--- src/rtl/bpr_pkg.sv ---
`default_nettype none
// ----------------------------------------------------------------------------
// bpr_pkg
// Shared types and constants for the byte-rate paced packet FIFO.
// ----------------------------------------------------------------------------
package bpr_pkg;

	localparam int HANDLE_W   = 16;
	localparam int LENGTH_W   = 16;
	localparam int MARGIN_W   = 9;
	localparam int RATE_W     = 32;
	localparam int WIN_W      = 32;
	localparam int CFG_IDX_W  = 2;
	localparam int CFG_DATA_W = 32;

	// window_bytes * 1000 fits in 42 bits
	localparam int MS_PER_SEC_W = 10;
	localparam logic [MS_PER_SEC_W-1:0] MS_PER_SEC = 10'd1000;
	localparam int DIVIDEND_W   = WIN_W + MS_PER_SEC_W;
	localparam int DIV_CNT_W    = $clog2(DIVIDEND_W);

	typedef enum logic [1:0] {
		ACT_ARRIVAL = 2'd0,
		ACT_TICK    = 2'd1,
		ACT_DRAIN   = 2'd2,
		ACT_FLUSH   = 2'd3
	} action_t;

	typedef enum logic [CFG_IDX_W-1:0] {
		CFG_MARGIN = 2'd0,
		CFG_LIMIT  = 2'd1,
		CFG_RATE   = 2'd2
	} cfg_idx_t;

	typedef struct packed {
		logic [MARGIN_W-1:0] margin;
		logic [MARGIN_W-1:0] limit;
		logic [RATE_W-1:0]   rate;
	} cfg_t;

	typedef struct packed {
		action_t             action;
		logic [HANDLE_W-1:0] handle;
		logic [LENGTH_W-1:0] length;
	} item_t;

	typedef struct packed {
		logic                  start;
		logic [DIVIDEND_W-1:0] dividend;
		logic [RATE_W-1:0]     divisor;
	} div_req_t;

	typedef struct packed {
		logic                  done;
		logic [DIVIDEND_W-1:0] quotient;
	} div_rsp_t;

	typedef enum logic [2:0] {
		ST_IDLE,
		ST_ACT,
		ST_PASS,
		ST_LOAD,
		ST_MUL,
		ST_DIV,
		ST_FIN,
		ST_OUT
	} state_t;

endpackage
`default_nettype wire

--- src/rtl/bpr_if.sv ---
`default_nettype none
// ----------------------------------------------------------------------------
// bpr_if
// Channel interfaces: input items, result words and configuration writes.
// ----------------------------------------------------------------------------
interface bpr_item_if;
	logic        valid;
	logic        ready;
	logic [1:0]  action;
	logic [15:0] packet_handle;
	logic [15:0] packet_length;

	modport source (output valid, action, packet_handle, packet_length, input ready);
	modport sink   (input valid, action, packet_handle, packet_length, output ready);
endinterface

`default_nettype wire

--- src/rtl/bpr_front.sv ---
`default_nettype none
// ----------------------------------------------------------------------------
// bpr_front
// Accepts input words, decodes the action and queues them for the engine.
// ----------------------------------------------------------------------------
module bpr_front
	import bpr_pkg::*;
(
	input  wire logic  clk,
	input  wire logic  arst_n,
	bpr_item_if.sink   item,
	output item_t      fe_item,
	output logic       fe_valid,
	input  wire logic  fe_ready
);

	item_t      entry_q [2];
	logic       wr_idx_q;
	logic       rd_idx_q;
	logic [1:0] count_q;
	logic       push;
	logic       pop;
	item_t      decoded;

	always_comb begin
		decoded.action = action_t'(item.action);
		decoded.handle = item.packet_handle;
		decoded.length = item.packet_length;
	end

	assign item.ready = (count_q != 2'd2);
	assign push       = item.valid && item.ready;
	assign fe_valid   = (count_q != 2'd0);
	assign pop        = fe_valid && fe_ready;
	assign fe_item    = entry_q[rd_idx_q];

	always_ff @(posedge clk) begin
		if (push) begin
			entry_q[wr_idx_q] <= decoded;
		end
	end

	always_ff @(posedge clk or negedge arst_n) begin
		if (!arst_n) begin
			wr_idx_q <= 1'b0;
			rd_idx_q <= 1'b0;
			count_q  <= 2'd0;
		end else begin
			if (push) begin
				wr_idx_q <= ~wr_idx_q;
			end
			if (pop) begin
				rd_idx_q <= ~rd_idx_q;
			end
			case ({push, pop})
				2'b10:   count_q <= count_q + 2'd1;
				2'b01:   count_q <= count_q - 2'd1;
				default: count_q <= count_q;
			endcase
		end
	end

endmodule
`default_nettype wire

--- src/flat_wrapper.sv ---
// flat-port wrapper written by rule: the top's interface ports become plain ports
module bpr_front_flat import bpr_pkg::*;
  (clk, arst_n, fe_item, fe_valid, fe_ready, item_valid, item_action, item_packet_handle, item_packet_length, item_ready);
  bpr_item_if item_i ();
  input  wire logic clk;
  input  wire logic arst_n;
  output item_t fe_item;
  output logic fe_valid;
  input  wire logic fe_ready;
  input wire logic [$bits(item_i.valid)-1:0] item_valid;
  input wire logic [$bits(item_i.action)-1:0] item_action;
  input wire logic [$bits(item_i.packet_handle)-1:0] item_packet_handle;
  input wire logic [$bits(item_i.packet_length)-1:0] item_packet_length;
  output wire logic [$bits(item_i.ready)-1:0] item_ready;
  assign item_i.valid = item_valid;
  assign item_i.action = item_action;
  assign item_i.packet_handle = item_packet_handle;
  assign item_i.packet_length = item_packet_length;
  assign item_ready = item_i.ready;
  bpr_front u_core (.clk(clk), .arst_n(arst_n), .item(item_i), .fe_item(fe_item), .fe_valid(fe_valid), .fe_ready(fe_ready));
endmodule
--- config.mk ---
export PLATFORM = sky130hd
export DESIGN_NAME = bpr_front_flat
export DESIGN_NICKNAME = d
export VERILOG_FILES = /design/src/rtl/bpr_pkg.sv /design/src/rtl/bpr_if.sv /design/src/rtl/bpr_front.sv /design/src/flat_wrapper.sv
export SDC_FILE = /design/constraint.sdc
export NUM_CORES = 1
export LEC_CHECK = 0
export ABC_AREA = 0
export CORE_ASPECT_RATIO = 0.9
export CORE_MARGIN = 2
export CORE_UTILIZATION = 40
export CTS_BUF_LIST = sky130_fd_sc_hd__clkbuf_16
export CTS_CLUSTER_SIZE = 24
export DETAILED_ROUTE_END_ITERATION = 8
export DONT_BUFFER_PORTS = 1
export GPL_TIMING_DRIVEN = 0
export PLACE_DENSITY = 0.63
export REMOVE_ABC_BUFFERS = 1
export SYNTH_ARGS = -nofsm -noshare
export SYNTH_HDL_FRONTEND = slang
export SYNTH_SLANG_ARGS = --single-unit
--- constraint.sdc ---
create_clock -name clk -period 2.4 [get_ports clk]
set_clock_uncertainty 0.2 [all_clocks]
set_input_delay 0.12 -clock clk [delete_from_list [all_inputs] [get_ports clk]]
set_output_delay 0.12 -clock clk [all_outputs]
set_load 0.1 [all_outputs]
==> results.md, run 1 <==
- Mapped Area: 2670 sq um
- Max clock buf depth: 2
- Hold WS: -5.18 ps
- Final Slew Violations: 0
- Total Routing Usage GR: 0.130
- Sequential-to-total area share from yosys stat: 0.801
- Fraction of layout cells with a size suffix above 1: 0.322
- F_max: 437 MHz
- Post-synthesis instance total: 123
- First-pass GRT wire length: 6.86 mm
- Critical path class: reg2reg
- CTS root buffer: clkbuf_16
- R2R depth: 5
- Worst slew pin tran: 963 ps
- Final WS setup: 111 ps
- Top post-synthesis cells by area: edfxtp_1 (76%), mux2_2 (13%), dfrtp_1 (3.7%)
- CP Launch Type: register
- Fin. Hold Viols: 1
- Ys async rst share: 0.0556
- Hpwl dp: 2.61 mm
- Critical path required time: 2440 ps
- Gp weighted congestion: 0.625
- Worst-case headroom to the max-slew limit: 0.358
- Fin cells: 264
- Die height: 81.5 um
- Most used DFF post-synth: edfxtp_1
- Distinct cells, synth: 14
- WL final: 4.43 mm
- # H-tree levels: 3
- CTS tree: done
- RR Endpoint: u_core.count_q[1]$_DFFE_PN0P_
- IO Pins: 74
- Final number of setup-violating endpoints: 0
- Post-DRT Antenna Nets: 0
- Grt ovf: 0
- Worst hold path class: in2reg
- Max cap viols: 0
- Yosys top cell area share: 0.764
- Syn_area_per_cell: 21.7 sq um
- Critical path endpoint category: register
- Core ar.: 6520 sq um
- CTS sink count: 72
- Initial antenna violation count: 0
- Vias per inst: 4.70
- Outcome: finished with violations
- Core Util, Final: 0.527
- Failing checks: negative hold slack
- Full die area: 7350 sq um
- Vias: 1242
- # DRC: 0
- Hold path cells: 2
- Synth-to-Final Area Change: 28.4%
- Worst Path Max Fanout: 4
- # placed instances: 209
- N_diodes: 0
- Die X: 90.2 um
- Unrepaired setup endpoints after global routing: no
- Drt pass-1 iters: 4
- Starting density of the core: 0.410
- Clk slew on worst S/H paths: 50 ps
- Period utilization: 0.954
- Worst skew pair latency: 320 ps
- Port Buf Inserts: 0
- Final net count: 209
- Hold_sp: item_valid
- WL/cell: 16.8 um
- Post-synth EDFFs: 68
- CP arrival: 2330 ps
- Reg-to-reg startpoint: u_core.count_q[0]$_DFFE_PN0P_
- Setup WS pre-CTS: -645 ps
- Largest net degree at the start of global routing: 36
- Flop-to-flop setup slack: 110 ps
- Yosys reg bits: 72
- Yosys warning total: 0
- Endpoint, Worst Hold: u_core.wr_idx_q$_DFFE_PN0N_
- Yosys top cell by area: edfxtp_1
- CTS buffer count: 9
- Number of global-route vias before repair: 1362
- Initial DRC count: 47
- Crit path time final: 2290 ps
- Row count: 28
-- how the worst max path moves through the flow --
stage,from,end,slack [ps],cells past startpoint
global placement,u_core.count_q[0]$_DFFE_PN0P_,u_core.entry_q[0][4]$_DFFE_PP_,-1770,3
finish,u_core.count_q[0]$_DFFE_PN0P_,u_core.count_q[1]$_DFFE_PN0P_,110,5
floorplan,u_core.count_q[0]$_DFFE_PN0P_,u_core.entry_q[0][0]$_DFFE_PP_,-1160,3
CTS,u_core.count_q[0]$_DFFE_PN0P_,u_core.entry_q[0][31]$_DFFE_PP_,5,3
detailed placement,u_core.count_q[0]$_DFFE_PN0P_,u_core.entry_q[0][9]$_DFFE_PP_,-650,3
global route,u_core.count_q[0]$_DFFE_PN0P_,u_core.count_q[1]$_DFFE_PN0P_,50,6
-- worst max-delay path, cell delays in order, from the launching register on --
cell and delay (ps):
dfrtp_1 410, or2_1 770, and2_4 280, ha_1 260, nor2_1 130, xor2_1 160
-- cells by family (layout without fill, tap and decap cells) --
group                    after synthesis  in the layout  share of synthesized area
XOR/XNOR                               5              5                     0.0164
adder cells (fa/ha/maj)                1              1                    0.00468
buffers and inverters                  4             54                     0.0169
flip-flops                            72             72                      0.802
multiplexers                          34             34                      0.146
AND/OR/NAND/NOR                        7              8                     0.0145
-- state kept, by name, indices dropped and copies added, names as in the netlist --
name and cells:
u_core.rd_idx_q 1, u_core.entry_q 68, u_core.wr_idx_q 1, u_core.count_q 2
-- cell usage in the layout, fill, tap and decap left out --
cell type      instances
inv_1                  1
dfrtp_2                1
nand2_1                1
buf_12                 2
clkinv_2               5
nor2_1                 1
mux2_2                32
ha_1                   1
clkbuf_16              9
and3_4                 1
and2_4                 1
dlygate4sd3_1         37
mux2_4                 2
xnor2_1                3
edfxtp_1              68
dfrtp_1                3
nand2b_2               1
or2_1                  1
xor2_1                 2
nor2_4                 2
-- per-stage QoR --
step	cell area (sq um)	setup TNS (ps)
2_1_floorplan	2630	-53460
3_3_place_gp	2740	-85520
3_5_place_dp	2750	-33720
4_1_cts	3410	0
5_1_grt	3430	0
6_report	3430	0
-- synthesized netlist by cell type, types with 2 or more instances --
| master | count |
|---|---|
| edfxtp_1 | 68 |
| mux2_2 | 32 |
| xnor2_1 | 3 |
| mux2_4 | 2 |
| dfrtp_1 | 4 |
| nor2_1 | 2 |
| xor2_1 | 2 |
| buf_6 | 4 |
-- routing by layer --
metal	routed length (um)	share of wire	vias to the layer above	track usage
met5	0	0	-	0
met4	60	0.014	0	0.0600
met3	345	0.078	7	0.0661
met2	2260	0.51	58	0.223
met1	1760	0.40	604	0.136
li1	-	-	573	-
-- area by class of cell --
class / count / area, sq um
Clock buffer: 9 / 225
Timing Repair Buffer: 39 / 410
Multi-Input combinational cell: 48 / 512
Clock inverter: 6 / 28.8
Sequential cell: 72 / 2140
Fill cell: 522 / 3080
Tap cell: 90 / 113
-- timing repair --
item / 4_1_cts / 5_1_grt
setup buffers: 1 / 1
pin swaps: 2 / 1
setup endpoints to repair: 104 / 51
gates cloned: 1 / 0
hold endpoints to repair: 74 / 0
resized for setup: 3 / 1
hold buffers: 37 / 0
Power of run 1 is left out: the tool's default activity adds up to more than one toggle a clock period on the data nets, which glitch-free logic cannot reach.
==> run 2, diff against run 1 <==
--- a/config.mk
+++ b/config.mk
@@ -7,7 +7,6 @@
 export LEC_CHECK = 0
 export ABC_AREA = 0
 export CORE_ASPECT_RATIO = 0.9
-export CORE_MARGIN = 2
 export CORE_UTILIZATION = 40
 export CTS_BUF_LIST = sky130_fd_sc_hd__clkbuf_16
 export CTS_CLUSTER_SIZE = 24
==> results.md, run 2 (synthesis results as in run 1) <==
- Outcome: finished, final reports clean (was finished with violations)
- Worst hold path class: in2reg (unchanged)
- Critical path endpoint category: register (unchanged)
- GR Util met1: 0.142 (was 0.136)
- N_diodes: 0 (unchanged)
- Starting density of the core: 0.425 (was 0.410)
- Largest net degree at the start of global routing: 36 (unchanged)
- Hpwl dp: 2.47 mm (was 2.61 mm)
- Core ar.: 6280 sq um (was 6520 sq um)
- Most flops, register: u_core.entry_q (unchanged)
- F_max: 427 MHz (was 437 MHz)
- Top Registers: u_core.entry_q x68, u_core.count_q x2 (unchanged)
- Met3 Use GR: 0.0620 (was 0.0661)
- CP arrival: 2380 ps (was 2330 ps)
- Grt ovf: 0 (unchanged)
- Max cap viols: 0 (unchanged)
- Port Buf Inserts: 0 (unchanged)
- Clk slew on worst S/H paths: 50 ps (about the same)
- Most frequent cells in the layout: edfxtp_1 (68), dlygate4sd3_1 (38), mux2_2 (32), clkbuf_16 (9) (was edfxtp_1 (68), dlygate4sd3_1 (37), mux2_2 (32), clkbuf_16 (9), clkinv_2 (5))
- Crit path time final: 2340 ps (was 2290 ps)
- Worst skew pair latency: 320 ps (about the same)
- Gp weighted congestion: 0.603 (was 0.625)
- Top Usage Layer GRT: met2 (unchanged)
- Fin cells: 263 (was 264)
- CP Launch Type: register (unchanged)
- Post-DRT Antenna Nets: 0 (unchanged)
- Total Routing Usage GR: 0.134 (was 0.130)
- Fin. Hold Viols: 0 (was 1)
- Period utilization: 0.976 (was 0.954)
- Drt pass-1 iters: 3 (was 4)
- CTS buffer count: 9 (unchanged)
- Max clock buf depth: 2 (unchanged)
- Worst-case headroom to the max-slew limit: 0.334 (was 0.358)
- Die height: 79.5 um (was 81.5 um)
- Row count: 27 (was 28)
- Number of global-route vias before repair: 1389 (was 1362)
- Synth-to-Final Area Change: 31.7% (was 28.4%)
- # H-tree levels: 3 (unchanged)
- Vias: 1258 (was 1242)
- WL final: 4.42 mm (was 4.43 mm)
- CTS sink count: 72 (unchanged)
- Final Slew Violations: 0 (unchanged)
- Most common cell after layout, fill and taps aside: edfxtp_1 (unchanged)
- Critical path class: reg2reg (unchanged)
- # DRC: 0 (unchanged)
- IO Pins: 74 (unchanged)
- Fraction of layout cells with a size suffix above 1: 0.318 (was 0.322)
- # placed instances: 206 (was 209)
- Full die area: 7010 sq um (was 7350 sq um)
- Worst slew pin tran: 1000 ps (was 963 ps)
- Worst Path Max Fanout: 4 (unchanged)
- Initial antenna violation count: 0 (unchanged)
- First-pass GRT wire length: 6.65 mm (was 6.86 mm)
- Flip-flop count of the largest register after layout: 68 (unchanged)
- WL/cell: 16.8 um (about the same)
- Final number of setup-violating endpoints: 0 (unchanged)
- CTS tree: done (unchanged)
- Critical path required time: 2440 ps (about the same)
- Initial DRC count: 31 (was 47)
- Met2 usage in global routing: 0.226 (was 0.223)
- Die X: 88.2 um (was 90.2 um)
- CTS root buffer: clkbuf_16 (unchanged)
- Final net count: 210 (was 209)
- Vias per inst: 4.78 (was 4.70)
==> run 2: cell count changes in the layout (fill, tap and decap cells not counted) <==
cell	before	now
clkinv_2	5	1
clkinvlp_4	0	1
dlygate4sd3_1	37	38
clkinv_1	0	2
inv_1	1	0
bufinv_16	0	3
==> run 2: stage by stage <==
step	setup TNS (ps)	hold WS (ps)	util	instance area [sq um]	setup WS, ps
floorplan	-53460	-376	-	2630	-1160
global placement	-88220	-375	0.435	2740	-1820
detailed placement	-35850	-375	0.437	2750	-644
CTS	0	240	0.553	3480	3.15
global route	-5.08	115	0.560	3520	-5.08
finish	0	105	0.560	3520	57.4
==> run 2: metal layers <==
metal  vias up  wire length, um
li1        577                -
met3         9              365
met1       614             1790
met2        58             2200
met5         -                0
met4         0               62
==> run 2: area by class of cell <==
| cell class | count | area [sq um] |
|---|---|---|
| Fill cell | 513 | 2760 |
| Sequential cell | 72 | 2140 |
| Multi-Input combinational cell | 48 | 512 |
| Timing Repair Buffer | 40 | 420 |
| Clock buffer | 9 | 225 |
| Clock inverter | 7 | 110 |
| Tap cell | 87 | 109 |
==> run 2: repair_timing <==
| action | 4_1_cts | 5_1_grt |
|---|---|---|
| hold endpoints to repair | 75 | 0 |
| endpoints found under the setup margin | 104 | 68 |
| setup buffers | 0 | 2 |
| hold buffers | 38 | 0 |
| resized for setup | 3 | 1 |
| pin swaps | 2 | 2 |
| gates cloned | 1 | 0 |
==> run 2: final timing paths <==
kind	startpoint	end	cells past startpoint	slack, ps
max	u_core.count_q[0]$_DFFE_PN0P_	u_core.count_q[1]$_DFFE_PN0P_	5	60
min	item_valid	u_core.entry_q[1][32]$_DFFE_PP_	1	110
max reg2reg	u_core.count_q[0]$_DFFE_PN0P_	u_core.count_q[1]$_DFFE_PN0P_	5	60
min reg2reg	u_core.count_q[1]$_DFFE_PN0P_	u_core.count_q[1]$_DFFE_PN0P_	1	330
max in group asynchronous	arst_n	u_core.rd_idx_q$_DFFE_PN0P_	2	1390
min in group asynchronous	arst_n	u_core.count_q[0]$_DFFE_PN0P_	2	420
==> run 2: worst max-delay path: stages (launching register included) <==
cell	delay [ps]
dfrtp_1	410
or2_1	800
and2_4	280
ha_1	250
nor2_1	150
xor2_1	170
Power of run 2 is left out for the same reason.
==> run 3, diff against run 2 <==
--- a/config.mk
+++ b/config.mk
@@ -13,6 +13,7 @@
 export DETAILED_ROUTE_END_ITERATION = 8
 export DONT_BUFFER_PORTS = 1
 export GPL_TIMING_DRIVEN = 0
+export HOLD_SLACK_MARGIN = 0.08
 export PLACE_DENSITY = 0.63
 export REMOVE_ABC_BUFFERS = 1
 export SYNTH_ARGS = -nofsm -noshare
==> constraint.sdc (replaced) <==
create_clock -name clk -period 2.1 [get_ports clk]
set_clock_uncertainty 0.2 [all_clocks]
set_input_delay 0.105 -clock clk [delete_from_list [all_inputs] [get_ports clk]]
set_output_delay 0.105 -clock clk [all_outputs]
set_load 0.1 [all_outputs]
==> results.md, run 3 (synthesis results as in run 1) <==
- F_max: 503 MHz
- IO Pins: 74 (unchanged)
- Port Buf Inserts: 0 (unchanged)
- Top Registers: u_core.entry_q x68, u_core.count_q x2 (unchanged)
- Row count: 27 (unchanged)
- CTS buffer count: 9 (unchanged)
- Vias per inst: 4.75 (was 4.78)
- Worst-case headroom to the max-slew limit: 0.649 (was 0.334)
- Final WS setup: 113 ps (was 57.4 ps)
- WL final: 4.43 mm (was 4.42 mm)
- Critical path endpoint category: primary output (was register)
- Grt ovf: 0 (unchanged)
- Most common cell after layout, fill and taps aside: edfxtp_1 (unchanged)
- Fillers: 510 (was 513)
- Worst hold path class: in2reg (unchanged)
- Hold WS: 93.2 ps (was 105 ps)
- Final net count: 212 (was 210)
- Drt pass-1 iters: 2 (was 3)
- Final Slew Violations: 0 (unchanged)
- Delay-heaviest family, CP: flip-flops (was simple AND/OR/NAND/NOR gates)
- CTS root buffer: clkbuf_16 (unchanged)
- Setup WS pre-CTS: -944 ps (was -644 ps)
- Initial DRC count: 36 (was 31)
- Hpwl dp: 2.47 mm (unchanged)
- Fraction of layout cells with a size suffix above 1: 0.337 (was 0.318)
- Starting density of the core: 0.425 (unchanged)
- Max clock buf depth: 2 (unchanged)
- CTS sink count: 72 (unchanged)
- Max cap viols: 0 (unchanged)
- WL/cell: 16.7 um (was 16.8 um)
- Most frequent cells in the layout: edfxtp_1 (68), dlygate4sd3_1 (38), mux2_2 (32), clkbuf_16 (9) (unchanged)
- Flip-flop count of the largest register after layout: 68 (unchanged)
- CP arrival: 1680 ps (was 2380 ps)
- Final number of setup-violating endpoints: 0 (unchanged)
- Worst Path Max Fanout: 35 (was 4)
- Critical path required time: 1790 ps (was 2440 ps)
- Worst slew pin tran: 529 ps (was 1000 ps)
- Die X: 88.2 um (unchanged)
- Period utilization: 0.946
- First-pass GRT wire length: 6.67 mm (was 6.65 mm)
- Clk slew on worst S/H paths: 50 ps (about the same)
- Total Routing Usage GR: 0.134 (about the same)
- # H-tree levels: 3 (unchanged)
- Number of global-route vias before repair: 1405 (was 1389)
- CP Cell Sequence: mux2_2 (was or2_1, and2_4, ha_1, nor2_1, xor2_1)
- Vias: 1259 (was 1258)
- CTS tree: done (unchanged)
- Critical Path Max Stage Delay: 730 ps (was 800 ps)
- # DRC: 0 (unchanged)
- Synth-to-Final Area Change: 33.2% (was 31.7%)
- Largest net degree at the start of global routing: 36 (unchanged)
- Fin. Hold Viols: 0 (unchanged)
- Worst skew pair latency: 320 ps (about the same)
- Unrepaired setup endpoints after global routing: no
- Die height: 79.5 um (unchanged)
- Initial antenna violation count: 0 (unchanged)
- Full die area: 7010 sq um (unchanged)
- Post-DRT Antenna Nets: 0 (unchanged)
- Crit path time final: 1990 ps
- Worst path bufs/invs: 0 (unchanged)
- Core ar.: 6280 sq um (unchanged)
- Gp weighted congestion: 0.603 (unchanged)
- Core Util, Final: 0.567 (was 0.560)
- N_diodes: 0 (unchanged)
- Outcome: finished, final reports clean (unchanged)
- Crit-path slowest cell: dfrtp_4 (was or2_1)
- CP Launch Type: register (unchanged)
- Most flops, register: u_core.entry_q (unchanged)
- Critical path class: reg2out (was reg2reg)
run 3: layout make-up:
class / count / area (sq um) / area share
Tap cell: 87 / 109 / 0.0306
Clock inverter: 7 / 110 / 0.0309
Multi-Input combinational cell: 48 / 522 / 0.147
Sequential cell: 72 / 2150 / 0.603
Timing Repair Buffer: 42 / 448 / 0.126
Clock buffer: 9 / 225 / 0.0633
run 3: metrics by stage:
stage	setup TNS (ps)	cell area, sq um	instances
2_1_floorplan	-74200	2630	119
3_3_place_gp	-117310	2740	206
3_5_place_dp	-66280	2750	206
4_1_cts	0	3560	265
5_1_grt	0	3560	265
6_report	0	3560	265
run 3: worst paths after layout:
path / cells after the start / start / slack [ps] / end
hold reg to reg: 1 / u_core.count_q[0]$_DFFE_PN0P_ / 350 / u_core.count_q[0]$_DFFE_PN0P_
min in group asynchronous: 2 / arst_n / 420 / u_core.rd_idx_q$_DFFE_PN0P_
max in group asynchronous: 2 / arst_n / 1090 / u_core.rd_idx_q$_DFFE_PN0P_
setup reg to reg: 5 / u_core.count_q[0]$_DFFE_PN0P_ / 140 / u_core.count_q[1]$_DFFE_PN0P_
hold / removal: 1 / item_valid / 90 / u_core.entry_q[1][26]$_DFFE_PP_
setup / recovery: 1 / u_core.rd_idx_q$_DFFE_PN0P_ / 110 / fe_item[5]
run 3: layer usage:
| metal | part of all wire | wire, um | global-route usage |
|---|---|---|---|
| met1 | 0.40 | 1750 | 0.132 |
| met2 | 0.51 | 2250 | 0.238 |
| met3 | 0.082 | 363 | 0.0620 |
| met4 | 0.014 | 62 | 0.0581 |
| met5 | 0 | 0 | 0 |
run 3: repair_timing:
item | in CTS | in global routing
buffers inserted | 4 | 0
gates cloned | 1 | 0
endpoints found under the hold margin | 75 | 0
hold buffers | 38 | 0
gates resized for setup | 8 | 1
endpoints found under the setup margin | 105 | 1
pin swaps | 2 | 0
run 3: worst reg2reg max path, delay by kind of cell (launching register included):
kind	cells	cell delay, ps
DFF	1	430
and+or+nand+nor	3	770
adders and majority gates	1	310
xor gates and xnor gates	1	170
Power of run 3 is left out for the same reason.
